**config.mk**
```make
export PLATFORM = sky130hd
export DESIGN_NAME = text_console_writer
export DESIGN_NICKNAME = d
export VERILOG_FILES = /design/src/design/tcw_pkg.sv /design/src/design/tcw_bcd.sv /design/src/design/text_console_writer.sv
export SDC_FILE = /design/constraint.sdc
export NUM_CORES = 1
export LEC_CHECK = 0
export ABC_CLOCK_PERIOD_IN_PS = 8200
export BUFFER_PORTS_ARGS = -buffer_cell sky130_fd_sc_hd__clkbuf_2
export CAP_MARGIN = 25
export CORE_MARGIN = 2
export CORE_UTILIZATION = 45
export CTS_BUF_LIST = sky130_fd_sc_hd__clkbuf_4
export DETAILED_ROUTE_END_ITERATION = 7
export PLACE_DENSITY_LB_ADDON = 0.1
export SLEW_MARGIN = 20
export SYNTH_ARGS = -nofsm -noshare
export SYNTH_HDL_FRONTEND = slang
export SYNTH_HIERARCHICAL = 1
export SYNTH_SLANG_ARGS = --single-unit
```
**constraint.sdc**
```tcl
create_clock -name clk -period 8.2 [get_ports clk]
set_clock_uncertainty 0.05 [all_clocks]
set_input_delay 1.23 -clock clk [delete_from_list [all_inputs] [get_ports clk]]
set_output_delay 1.23 -clock clk [all_outputs]
set_load 0.02 [all_outputs]
```
**src/design/tcw_pkg.sv**
```systemverilog
`timescale 1ns / 1ps

package tcw_pkg;

  localparam int SCREEN_WIDTH_DEF  = 80;
  localparam int SCREEN_HEIGHT_DEF = 25;

  localparam int NUM_W  = 64;
  localparam int DIGITS = 20;
  localparam int BCD_W  = DIGITS * 4;
  localparam int CNT_W  = $clog2(NUM_W + 1);
  localparam int PTR_W  = $clog2(DIGITS);
  localparam int IDX_W  = 11;
  localparam int POS_W  = 16;

  localparam logic [9:0] PORT_INDEX      = 10'h3D4;
  localparam logic [9:0] PORT_DATA       = 10'h3D5;
  localparam logic [7:0] CURSOR_HIGH_REG = 8'h0E;
  localparam logic [7:0] CURSOR_LOW_REG  = 8'h0F;
  localparam logic [7:0] NEWLINE         = 8'h0A;
  localparam logic [7:0] ASCII_ZERO      = 8'h30;
  localparam logic [7:0] TEXT_COLOR_RST  = 8'h07;

  localparam logic [1:0] KIND_CHAR   = 2'd0;
  localparam logic [1:0] KIND_NUMBER = 2'd1;
  localparam logic [1:0] KIND_PLOT   = 2'd2;
  localparam logic [1:0] KIND_CURSOR = 2'd3;

  localparam logic OUT_CELL = 1'b0;
  localparam logic OUT_PORT = 1'b1;

  localparam logic [1:0] STEP_LOW_INDEX  = 2'd0;
  localparam logic [1:0] STEP_LOW_DATA   = 2'd1;
  localparam logic [1:0] STEP_HIGH_INDEX = 2'd2;
  localparam logic [1:0] STEP_HIGH_DATA  = 2'd3;

  typedef enum logic [5:0] {
    ST_IDLE  = 6'b000001,
    ST_CHAR  = 6'b000010,
    ST_PLOT  = 6'b000100,
    ST_CONV  = 6'b001000,
    ST_DIGIT = 6'b010000,
    ST_PORT  = 6'b100000
  } state_t;

  typedef struct packed {
    logic start;
    logic shift;
  } bcd_ctrl_t;

endpackage

```
**src/design/tcw_bcd.sv**
```systemverilog
`timescale 1ns / 1ps

module tcw_bcd import tcw_pkg::*; (
  input  logic             clk,
  input  logic             rst,
  input  bcd_ctrl_t        ctrl,
  input  logic [NUM_W-1:0] value,
  output logic             busy,
  output logic [3:0]       top_digit
);

  logic [NUM_W-1:0] bin;
  logic [BCD_W-1:0] digits;
  logic [BCD_W-1:0] adj;
  logic [CNT_W-1:0] count;

  // add-3 correction on every digit before the shift
  always_comb begin
    for (int i = 0; i < DIGITS; i++) begin
      adj[4*i +: 4] = (digits[4*i +: 4] >= 4'd5) ? digits[4*i +: 4] + 4'd3
                                                 : digits[4*i +: 4];
    end
  end

  always_ff @(posedge clk) begin
    if (rst) begin
      busy  <= 1'b0;
      count <= '0;
    end else if (ctrl.start) begin
      busy  <= 1'b1;
      count <= CNT_W'(NUM_W);
    end else if (busy) begin
      count <= count - CNT_W'(1);
      if (count == CNT_W'(1)) begin
        busy <= 1'b0;
      end
    end
  end

  always_ff @(posedge clk) begin
    if (ctrl.start) begin
      bin    <= value;
      digits <= '0;
    end else if (busy) begin
      digits <= {adj[BCD_W-2:0], bin[NUM_W-1]};
      bin    <= {bin[NUM_W-2:0], 1'b0};
    end else if (ctrl.shift) begin
      digits <= {digits[BCD_W-5:0], 4'd0};
    end
  end

  assign top_digit = digits[BCD_W-1 -: 4];

endmodule

```
**src/design/text_console_writer.sv**
```systemverilog
`timescale 1ns / 1ps

// chan | valid     | stall     | fields
// cfg  | cfg_write | none      | cfg_data (text_color)
// in   | in_valid  | in_stall  | kind char_code last_of_string number_value pos_x pos_y plot_color
// out  | out_valid | out_stall | out_kind cell_index cell_value port_address port_data last
//
// one request at a time; a request with no result leaves in_stall low
// a number goes through the shift-add-3 unit, then a skip-or-digit step for each of the 20 digits and
// 4 port writes; in_stall stays high from the accept until the last port write is taken
// characters give 0 to 5 results, plots 0 or 1, cursor sets 4
// each result waits in the output register until out_stall is low
// rst is synchronous: cursor at 0,0, text color 7, output empty, input stalled

module text_console_writer import tcw_pkg::*; #(
  parameter int SCREEN_WIDTH  = SCREEN_WIDTH_DEF,
  parameter int SCREEN_HEIGHT = SCREEN_HEIGHT_DEF
) (
  input  logic             clk,
  input  logic             rst,
  input  logic             cfg_write,
  input  logic [7:0]       cfg_data,
  input  logic             in_valid,
  output logic             in_stall,
  input  logic [1:0]       kind,
  input  logic [7:0]       char_code,
  input  logic             last_of_string,
  input  logic [NUM_W-1:0] number_value,
  input  logic [6:0]       pos_x,
  input  logic [4:0]       pos_y,
  input  logic [7:0]       plot_color,
  output logic             out_valid,
  input  logic             out_stall,
  output logic             out_kind,
  output logic [IDX_W-1:0] cell_index,
  output logic [15:0]      cell_value,
  output logic [9:0]       port_address,
  output logic [7:0]       port_data,
  output logic             last
);

  localparam int COL_W = (SCREEN_WIDTH > 1) ? $clog2(SCREEN_WIDTH) : 1;
  localparam int ROW_W = (SCREEN_HEIGHT > 1) ? $clog2(SCREEN_HEIGHT) : 1;

  state_t           state, state_next;
  logic [COL_W-1:0] col, col_next;
  logic [ROW_W-1:0] row, row_next;
  logic [7:0]       text_color;
  logic [1:0]       step, step_next;
  logic             port_pend, port_pend_next;
  logic [PTR_W-1:0] ptr, ptr_next;
  logic             started, started_next;
  logic [7:0]       held_char;
  logic [7:0]       held_attr;
  logic [IDX_W-1:0] plot_index;

  logic [COL_W:0]   col_inc;
  logic [ROW_W:0]   row_inc;
  logic             col_wrap;
  logic [ROW_W-1:0] row_adv;
  logic [POS_W-1:0] pos;
  logic [POS_W-1:0] plot_pos;
  logic             px_on, py_on;
  logic             accept;
  logic             load;
  logic             bcd_busy;
  logic [3:0]       top_digit;
  bcd_ctrl_t        bcd_ctrl;

  logic             emit;
  logic             e_kind;
  logic [IDX_W-1:0] e_index;
  logic [15:0]      e_value;
  logic [9:0]       e_addr;
  logic [7:0]       e_data;
  logic             e_last;

  tcw_bcd u_bcd (
    .clk       (clk),
    .rst       (rst),
    .ctrl      (bcd_ctrl),
    .value     (number_value),
    .busy      (bcd_busy),
    .top_digit (top_digit)
  );

  assign in_stall = rst || (state != ST_IDLE);
  assign accept   = in_valid && !in_stall;
  assign load     = !out_valid || !out_stall;

  assign col_inc  = (COL_W+1)'(col) + (COL_W+1)'(1);
  assign row_inc  = (ROW_W+1)'(row) + (ROW_W+1)'(1);
  assign col_wrap = (col_inc >= (COL_W+1)'(SCREEN_WIDTH));
  assign row_adv  = (row_inc >= (ROW_W+1)'(SCREEN_HEIGHT)) ? '0 : row_inc[ROW_W-1:0];

  assign pos      = POS_W'(row) * POS_W'(SCREEN_WIDTH) + POS_W'(col);
  assign plot_pos = POS_W'(pos_y) * POS_W'(SCREEN_WIDTH) + POS_W'(pos_x);
  assign px_on    = ({1'b0, pos_x} < 8'(SCREEN_WIDTH));
  assign py_on    = ({1'b0, pos_y} < 6'(SCREEN_HEIGHT));

  always_comb begin
    state_next     = state;
    col_next       = col;
    row_next       = row;
    step_next      = step;
    port_pend_next = port_pend;
    ptr_next       = ptr;
    started_next   = started;
    bcd_ctrl       = '0;
    emit           = 1'b0;
    e_kind         = OUT_CELL;
    e_index        = '0;
    e_value        = '0;
    e_addr         = '0;
    e_data         = '0;
    e_last         = 1'b0;

    case (state)
      ST_IDLE: begin
        if (accept) begin
          step_next = STEP_LOW_INDEX;
          case (kind)
            KIND_CHAR: begin
              if (char_code == NEWLINE) begin
                col_next   = '0;
                row_next   = row_adv;
                state_next = last_of_string ? ST_PORT : ST_IDLE;
              end else begin
                port_pend_next = last_of_string;
                state_next     = ST_CHAR;
              end
            end
            KIND_NUMBER: begin
              bcd_ctrl.start = 1'b1;
              state_next     = ST_CONV;
            end
            KIND_PLOT: begin
              state_next = (px_on && py_on) ? ST_PLOT : ST_IDLE;
            end
            KIND_CURSOR: begin
              col_next   = px_on ? COL_W'(pos_x) : COL_W'(SCREEN_WIDTH - 1);
              row_next   = py_on ? ROW_W'(pos_y) : ROW_W'(SCREEN_HEIGHT - 1);
              state_next = ST_PORT;
            end
            default: begin
              state_next = ST_IDLE;
            end
          endcase
        end
      end
      ST_CHAR: begin
        if (load) begin
          emit     = 1'b1;
          e_index  = pos[IDX_W-1:0];
          e_value  = {text_color, held_char};
          e_last   = !port_pend;
          col_next = col_wrap ? '0 : col_inc[COL_W-1:0];
          if (col_wrap) begin
            row_next = row_adv;
          end
          state_next = port_pend ? ST_PORT : ST_IDLE;
        end
      end
      ST_PLOT: begin
        if (load) begin
          emit       = 1'b1;
          e_index    = plot_index;
          e_value    = {held_attr, held_char};
          e_last     = 1'b1;
          state_next = ST_IDLE;
        end
      end
      ST_CONV: begin
        if (!bcd_busy) begin
          ptr_next     = PTR_W'(DIGITS - 1);
          started_next = 1'b0;
          state_next   = ST_DIGIT;
        end
      end
      ST_DIGIT: begin
        // leading zeros are dropped, the units digit always prints
        if (!started && top_digit == 4'd0 && ptr != '0) begin
          bcd_ctrl.shift = 1'b1;
          ptr_next       = ptr - PTR_W'(1);
        end else if (load) begin
          emit           = 1'b1;
          e_index        = pos[IDX_W-1:0];
          e_value        = {text_color, ASCII_ZERO + {4'd0, top_digit}};
          bcd_ctrl.shift = 1'b1;
          started_next   = 1'b1;
          col_next       = col_wrap ? '0 : col_inc[COL_W-1:0];
          if (col_wrap) begin
            row_next = row_adv;
          end
          if (ptr == '0) begin
            state_next = ST_PORT;
          end else begin
            ptr_next = ptr - PTR_W'(1);
          end
        end
      end
      ST_PORT: begin
        if (load) begin
          emit      = 1'b1;
          e_kind    = OUT_PORT;
          step_next = step + 2'd1;
          case (step)
            STEP_LOW_INDEX: begin
              e_addr = PORT_INDEX;
              e_data = CURSOR_LOW_REG;
            end
            STEP_LOW_DATA: begin
              e_addr = PORT_DATA;
              e_data = pos[7:0];
            end
            STEP_HIGH_INDEX: begin
              e_addr = PORT_INDEX;
              e_data = CURSOR_HIGH_REG;
            end
            STEP_HIGH_DATA: begin
              e_addr     = PORT_DATA;
              e_data     = pos[15:8];
              e_last     = 1'b1;
              state_next = ST_IDLE;
            end
            default: begin
              state_next = ST_IDLE;
            end
          endcase
        end
      end
      default: begin
        state_next = ST_IDLE;
      end
    endcase
  end

  always_ff @(posedge clk) begin
    if (rst) begin
      state      <= ST_IDLE;
      col        <= '0;
      row        <= '0;
      text_color <= TEXT_COLOR_RST;
      step       <= STEP_LOW_INDEX;
      port_pend  <= 1'b0;
      ptr        <= '0;
      started    <= 1'b0;
      out_valid  <= 1'b0;
    end else begin
      state     <= state_next;
      col       <= col_next;
      row       <= row_next;
      step      <= step_next;
      port_pend <= port_pend_next;
      ptr       <= ptr_next;
      started   <= started_next;
      if (cfg_write) begin
        text_color <= cfg_data;
      end
      if (load) begin
        out_valid <= emit;
      end
    end
  end

  always_ff @(posedge clk) begin
    if (accept) begin
      held_char  <= char_code;
      held_attr  <= plot_color;
      plot_index <= plot_pos[IDX_W-1:0];
    end
    if (load) begin
      out_kind     <= e_kind;
      cell_index   <= e_index;
      cell_value   <= e_value;
      port_address <= e_addr;
      port_data    <= e_data;
      last         <= e_last;
    end
  end

endmodule

```
# Word-level counts from Yosys, hierarchy flattened
# Cells that the tools add are included.
# totals
output_inout_bits	49
wordCells	227
register_bits	262
# op_classes
n_eq_ne	28
n_reduce_logical	31
add_sub_neg	28
n_mux	90
n_lt_le_gt_ge	24
bitwise	1
multipliers	2
# ops
operator	count
$mux 80	2
$mux 64	2
$ge 4x3->1 const B	20
$add 4x2->4 const B	19
$mux 4	19
$mux 6	12
$mux 7	8
$mux 5	11
$pmux 16 s3	1
$pmux 6 s6	1
$pmux 11 s3	1
$pmux 8 s4	1
$pmux 6 s4	1
$pmux 7 s3	1
$pmux 10 s2	1
$pmux 5 s2	2
$ne 2x2->1 const B	9
$mux 16	1
$mux 1	15
$pmux 5 s3	1
$pmux 7 s2	1
$add 12x7->13	1
$reduce_and 4->1	3
$add 11x7->11	1
47 further kinds	70

# Depth between registers and ports, before layout
# Gate-level depths: netlist of the first run.
# depth
depth_word	7
ltp_mapped	11
mapped_depth_nobuf	9

# Modules after synthesis
# Netlist of the first run, hierarchy kept.
# by_module_without_submodules
mod	seq_area_each_um2	area_per_inst_um2	cells_per_inst	n_inst
tcw_bcd	3683.5	8812.2	858	1
text_console_writer	2702.6	5277.6	479	1

# Least setup slack after synthesis of the first run
# No wires, ideal clock.
# synth_path
path_kind	input to register
startpoint	input port rst
endpoint	register u_bcd.digits[10]
required_time_ps	7920
slack_ps	2509
stages	8
setup_ps	230
t_arrival_ps	5411
n_path_buf	1
cell_sequence	inv_1 -> nand2_1 -> nor2_1 -> and2_1 -> nor2_1 -> inv_1 -> clkbuf_1 -> o221ai_1
# synth_lines
element	line	text
start, declared	text_console_writer.sv:20	input logic rst,
end signal, assigned	tcw_bcd.sv:45	digits <= {adj[BCD_W-2:0], bin[NUM_W-1]};
end signal, assigned	tcw_bcd.sv:48	digits <= {digits[BCD_W-5:0], 4'd0};
end, declared	tcw_bcd.sv:13	logic [BCD_W-1:0] digits;

==> results of run 1 <==
==> worst max path at each step <==
| stage | cells past startpoint | slack (ps) | to |
|---|---|---|---|
| floorplan | 8 | 2510 | u_bcd/digits[10] |
| global placement | 8 | 3310 | u_bcd/bin[50] |
| detailed placement | 8 | 3280 | u_bcd/bin[41] |
| CTS | 8 | 4030 | u_bcd/bin[47] |
| global route | 8 | 3700 | u_bcd/bin[47] |
| finish | 8 | 3950 | u_bcd/bin[47] |
==> layer usage <==
layer | global-route usage | part of all wire | vias up
li1 | - | - | 5352
met3 | 0.03689 | 0.046 | 61
met5 | 0 | 0 | -
met4 | 0.06537 | 0.022 | 0
met1 | 0.2633 | 0.47 | 5219
met2 | 0.3028 | 0.46 | 268
==> registers in the layout, summed over array words and instances (netlist names), 2 cells and up <==
name          cells
u_bcd/digits     80
u_bcd/bin        64
cell_value       16
cell_index       11
plot_index       11
held_attr         8
held_char         8
port_data         8
text_color        8
col               7
u_bcd/count       7
state             6
ptr               5
row               5
port_address      2
step              2
==> power breakdown <==
part / internal, mW / total [mW] / switching [mW]
Clock: 0.666 / 1.22 / 0.552
Combinational: 0.659 / 1.44 / 0.784
Sequential: 1.66 / 2.07 / 0.414
==> critical path: cells and delay by family <==
family / cells / cell delay [ps]
buf+inv: 4 / 2090
mux: 1 / 410
simple gates: 3 / 790
==> cells by family (layout without fill, tap and decap cells) <==
group	count (synthesis)	after routing	share of synthesized area
xor gates and xnor gates	22	22	0.01368
muxes	130	130	0.09972
adders and majority gates	78	78	0.07140
and+or+nand+nor	349	349	0.1364
other	1	4	0.0002662
AOI/OAI and AO/OA	339	339	0.1746
buffers and inverters	164	356	0.05071
DFF	254	254	0.4532
==> through the flow <==
stage | setup slack, ps | power, mW
2_1_floorplan | 2509 | 3.157
3_3_place_gp | 3313 | 3.503
3_5_place_dp | 3275 | 3.528
4_1_cts | 4026 | 4.775
5_1_grt | 3702 | 5.117
6_report | 3949 | 4.735
==> cell type report <==
type / instances / area (um^2) / share of cell area
multi-input combinational: 921 / 7009 / 0.4396
sequential: 254 / 6390 / 0.4007
clock buffer: 114 / 855.8 / 0.05367
timing repair buffer: 162 / 833.3 / 0.05226
tap: 396 / 495.5 / 0.03107
inverter: 65 / 251.5 / 0.01577
clock inverter: 15 / 107.6 / 0.006748
antenna: 1 / 2.502 / 0.0001569
==> layout by cell type (no fill, tap or decap), types with 8 or more instances in the layout <==
cell type,n
clkbuf_2,153
edfxtp_1,130
dfxtp_1,123
clkbuf_4,114
nand2_1,100
mux2_2,83
ha_1,74
a21oi_1,69
inv_1,63
o21ai_0,59
mux2i_1,47
nor2_1,43
a2111o_1,40
o221ai_1,38
nand2b_1,37
a211oi_1,36
nand3_1,33
a31oi_1,26
nor3b_1,26
or3b_2,22
a22o_1,20
nor2b_1,20
nand3b_1,14
xnor2_1,13
nor3_1,12
xor2_1,9
buf_4,9
o31ai_1,8
==> impl_metrics.ini, run 1 <==
[finish]
finish.utilization = 0.5186
fin_cells = 1928
drive_above_1_share = 0.2626
fin_area_um2 = 15950
fin_nets = 1663
fillers = 2798
syn2layout_area_growth_pct = 13.17

[placement]
io_buffers = 153
placed_cell_area_um2 = 14980
gp_congestion = 0.7826
dp_cells = 1798
hpwl_um = 20810

[synth]
synth_cell_types = 67
yosys_warnings = 6
async_flop_share = 0
synth.cells.most_frequent = edfxtp_1, dfxtp_1, nand2_1
yosys.area.top_type = edfxtp_1
synth_ff_type = edfxtp_1
syn-cell-area_um2 = 14090
synth_edf_count = 130
synth_top_cell_area_share = 0.2771
synthTopCellsByArea = edfxtp_1, dfxtp_1, mux2_2, ha_1, mux2i_1
avgSynthCellArea_um2 = 10.54
synth-seq-cells = 254
synth_most_common_cell = edfxtp_1
synthCells = 1337
yosysSeqAreaShare = 0.4532

[grt]
grt_pass1_vias = 10400
track_usage = 0.1913
grt_start_max_net_pins = 101
overflow = 0
grt_pass1_wl_um = 52500
antenna_found_initial = 1

[clock_network]
cts_sinks = 254
numCtsBuffers = 73
htree_levels = 3
tritoncts = built
root_buffer = clkbuf_4
clk_pin_slew_worst_paths_ps = 60
clockBufferDepth = 3
post_cts_resized = 0
post-cts-setup-buffer-count = 0
ctsHoldBuffers = 0
clock_latency_ps = 700

[timing]
tns_ps = 0
hold_viol = 0
clock.fmax_mhz = 235.2
maxSlewViolCount = 0
timing.final.crit_share = 0.5184
min_period_ps = 4251
finalSetupViolations = 0
slew_headroom = 0.3597
grt_setup_unrepaired = no
tightest_slew_ps = 960.4
timing.hold.ws_ps = 420.9

[power]
p_leak_nw = 6.035
ir_worst_vdd_uv = 173.4
power.density_nw_per_um2 = 296.9

[route]
drc = 0
routed_wl_um = 31940
wl_per_cell_um = 16.56
num_vias = 10900
drtAntennaViolNets = 0
drt_pass1_iterations = 5
drtIter0Drc = 742
viasPerCell = 5.654

[worst_hold_path]
hold_class = reg2reg
min_from = started
whs_endpoint = started
holdPathStages = 2

[critical_path]
timing.rr.end = u_bcd/digits[44]
r2r_setup_slack_ps = 4420
cp.required_ps = 8560
crit_top_cell = buf_4
crit_start = rst
critPathLaunchType = input pin
timing.rr.start = u_bcd/digits[78]
cp.arrival_ps = 4620
crit_chain = clkbuf_2, inv_1, nand2_1, nor2_2, and2_4, buf_4, buf_4, mux2_2
reg2reg_depth = 8
crit_path_max_incr_delay_ps = 640
cp_slowest_cell = buf_4
cp_max_fo = 57
worst_setup_path_end_kind = flip-flop
path_class = in2reg

[die]
io_pins = 157
rows = 64
die_area_um2 = 32740
chipWidth_um = 180.9
core-area_um2 = 30750
start_util = 0.4582
dieHeight_um = 180.9

[job]
drv_cap = 0

[run_status]
outcome = complete, no violations
Power figures use the tool's default switching activity.
==> inputs of run 2 (changes only) <==
Settings changed: ABC_CLOCK_PERIOD_IN_PS 8200 to 4200.
Clock period 8.2 ns to 4.2 ns, I/O delays scaled along.
==> impl_metrics.ini, run 2 (same netlist as run 1, synthesis figures left out) <==
[die]
start_util = 0.4582
dieHeight_um = 180.9
rows = 64
core-area_um2 = 30750
die_area_um2 = 32740
io_pins = 157
chipWidth_um = 180.9

[placement]
gp_congestion = 0.7931
dp_cells = 1804
io_buffers = 153
post-place-ws_ps = 1161
placed_cell_area_um2 = 15070
hpwl_um = 20710

[finish]
fin_cells = 1929
finish.utilization = 0.5197
multi_input_area_um2 = 7009
fillers = 2844
syn2layout_area_growth_pct = 13.42
final-seq-area_um2 = 6390
drive_above_1_share = 0.2645
largest_reg_flops = 80
fin_area_um2 = 15980
largestRegisters = u_bcd/digits x80, u_bcd/bin x64, cell_value x16
final_cell_mix = clkbuf_2, edfxtp_1, dfxtp_1, clkbuf_4, nand2_1
fin_nets = 1667
final_common_cell = clkbuf_2
regMostFlops = u_bcd/digits

[critical_path]
crit_path_max_incr_delay_ps = 560
cp_slowest_cell = or4_1
crit_chain = or4_1, nor3_1, nor2_1, nor2_4, buf_12, mux2_2, o21ai_0, a31oi_1
cp.required_ps = 4620
critPathLaunchType = flip-flop
worst_setup_path_end_kind = flip-flop
cp.arrival_ps = 3280
cp_max_fo = 95
path_class = reg2reg

[clock_network]
cts_sinks = 254
htree_levels = 3
post-cts-setup-buffer-count = 0
tritoncts = built
numCtsBuffers = 71
post_cts_resized = 0
clock_latency_ps = 680
clockBufferDepth = 3
clk_pin_slew_worst_paths_ps = 60
root_buffer = clkbuf_4
ctsHoldBuffers = 0

[route]
top_layer_used = met4
viasPerCell = 5.603
drc = 0
route.layer.met1.wl_um = 15080
drtIter0Drc = 671
wl_met2_um = 14370
drt_pass1_iterations = 7
routed_wl_um = 31550
routed-wl-met3_um = 1602
wl_per_cell_um = 16.35
num_vias = 10810
drtAntennaViolNets = 0

[timing]
hold_viol = 0
maxSlewViolCount = 0
tns_ps = 0
tightest_slew_ps = 865.6
min_period_ps = 2858
timing.hold.ws_ps = 84.51
grt_setup_unrepaired = no
timing.final.crit_share = 0.6805
finalSetupViolations = 0
setup_ws_ps = 1342
clock.fmax_mhz = 349.9
slew_headroom = 0.4148

[grt]
antenna_found_initial = 2
track_usage = 0.1908
overflow = 0
grt_pass1_wl_um = 52630
grt_start_max_net_pins = 96
grt_pass1_vias = 10380

[run_status]
outcome = complete, no violations

[power]
power.density_nw_per_um2 = 570.9
power.total_mw = 9.123
ir_worst_vdd_uv = 291.3
p_leak_nw = 6.043

[job]
drv_cap = 0

[worst_hold_path]
hold_class = in2reg
==> run 2: critical path, delay by kind of cell, from the launching register on <==
kind	cells	cell delay [ps]
compound gates	2	210
mux	1	390
flops	1	400
buf+inv	1	410
simple gates	4	1140
==> run 2: worst paths after layout <==
path,start,end,slack (ps),cells past startpoint
min,plot_color[3],held_attr[3],80,1
max reg2reg,u_bcd/digits[78],u_bcd/digits[40],1340,8
max,u_bcd/digits[78],u_bcd/digits[40],1340,8
min reg2reg,started,started,410,2
==> run 2: cell type report <==
class | count | area share
Sequential cell | 254 | 0.3999
Multi-Input combinational cell | 921 | 0.4386
Timing Repair Buffer | 168 | 0.05810
Antenna cell | 2 | 0.0003132
Clock buffer | 109 | 0.05121
Inverter | 65 | 0.01566
Tap cell | 396 | 0.03101
Clock inverter | 14 | 0.005246
==> run 2: power breakdown <==
group	internal (mW)	switching, mW
registers	3.24	0.807
clock network	1.19	1.06
logic	1.30	1.52
total	5.73	3.39
==> run 2: metal layers <==
| metal | vias to the layer above | global-route usage |
|---|---|---|
| met3 | 34 | 0.03548 |
| met5 | - | 0 |
| met4 | 0 | 0.06114 |
| met1 | 5145 | 0.2666 |
| li1 | 5356 | - |
| met2 | 274 | 0.2998 |
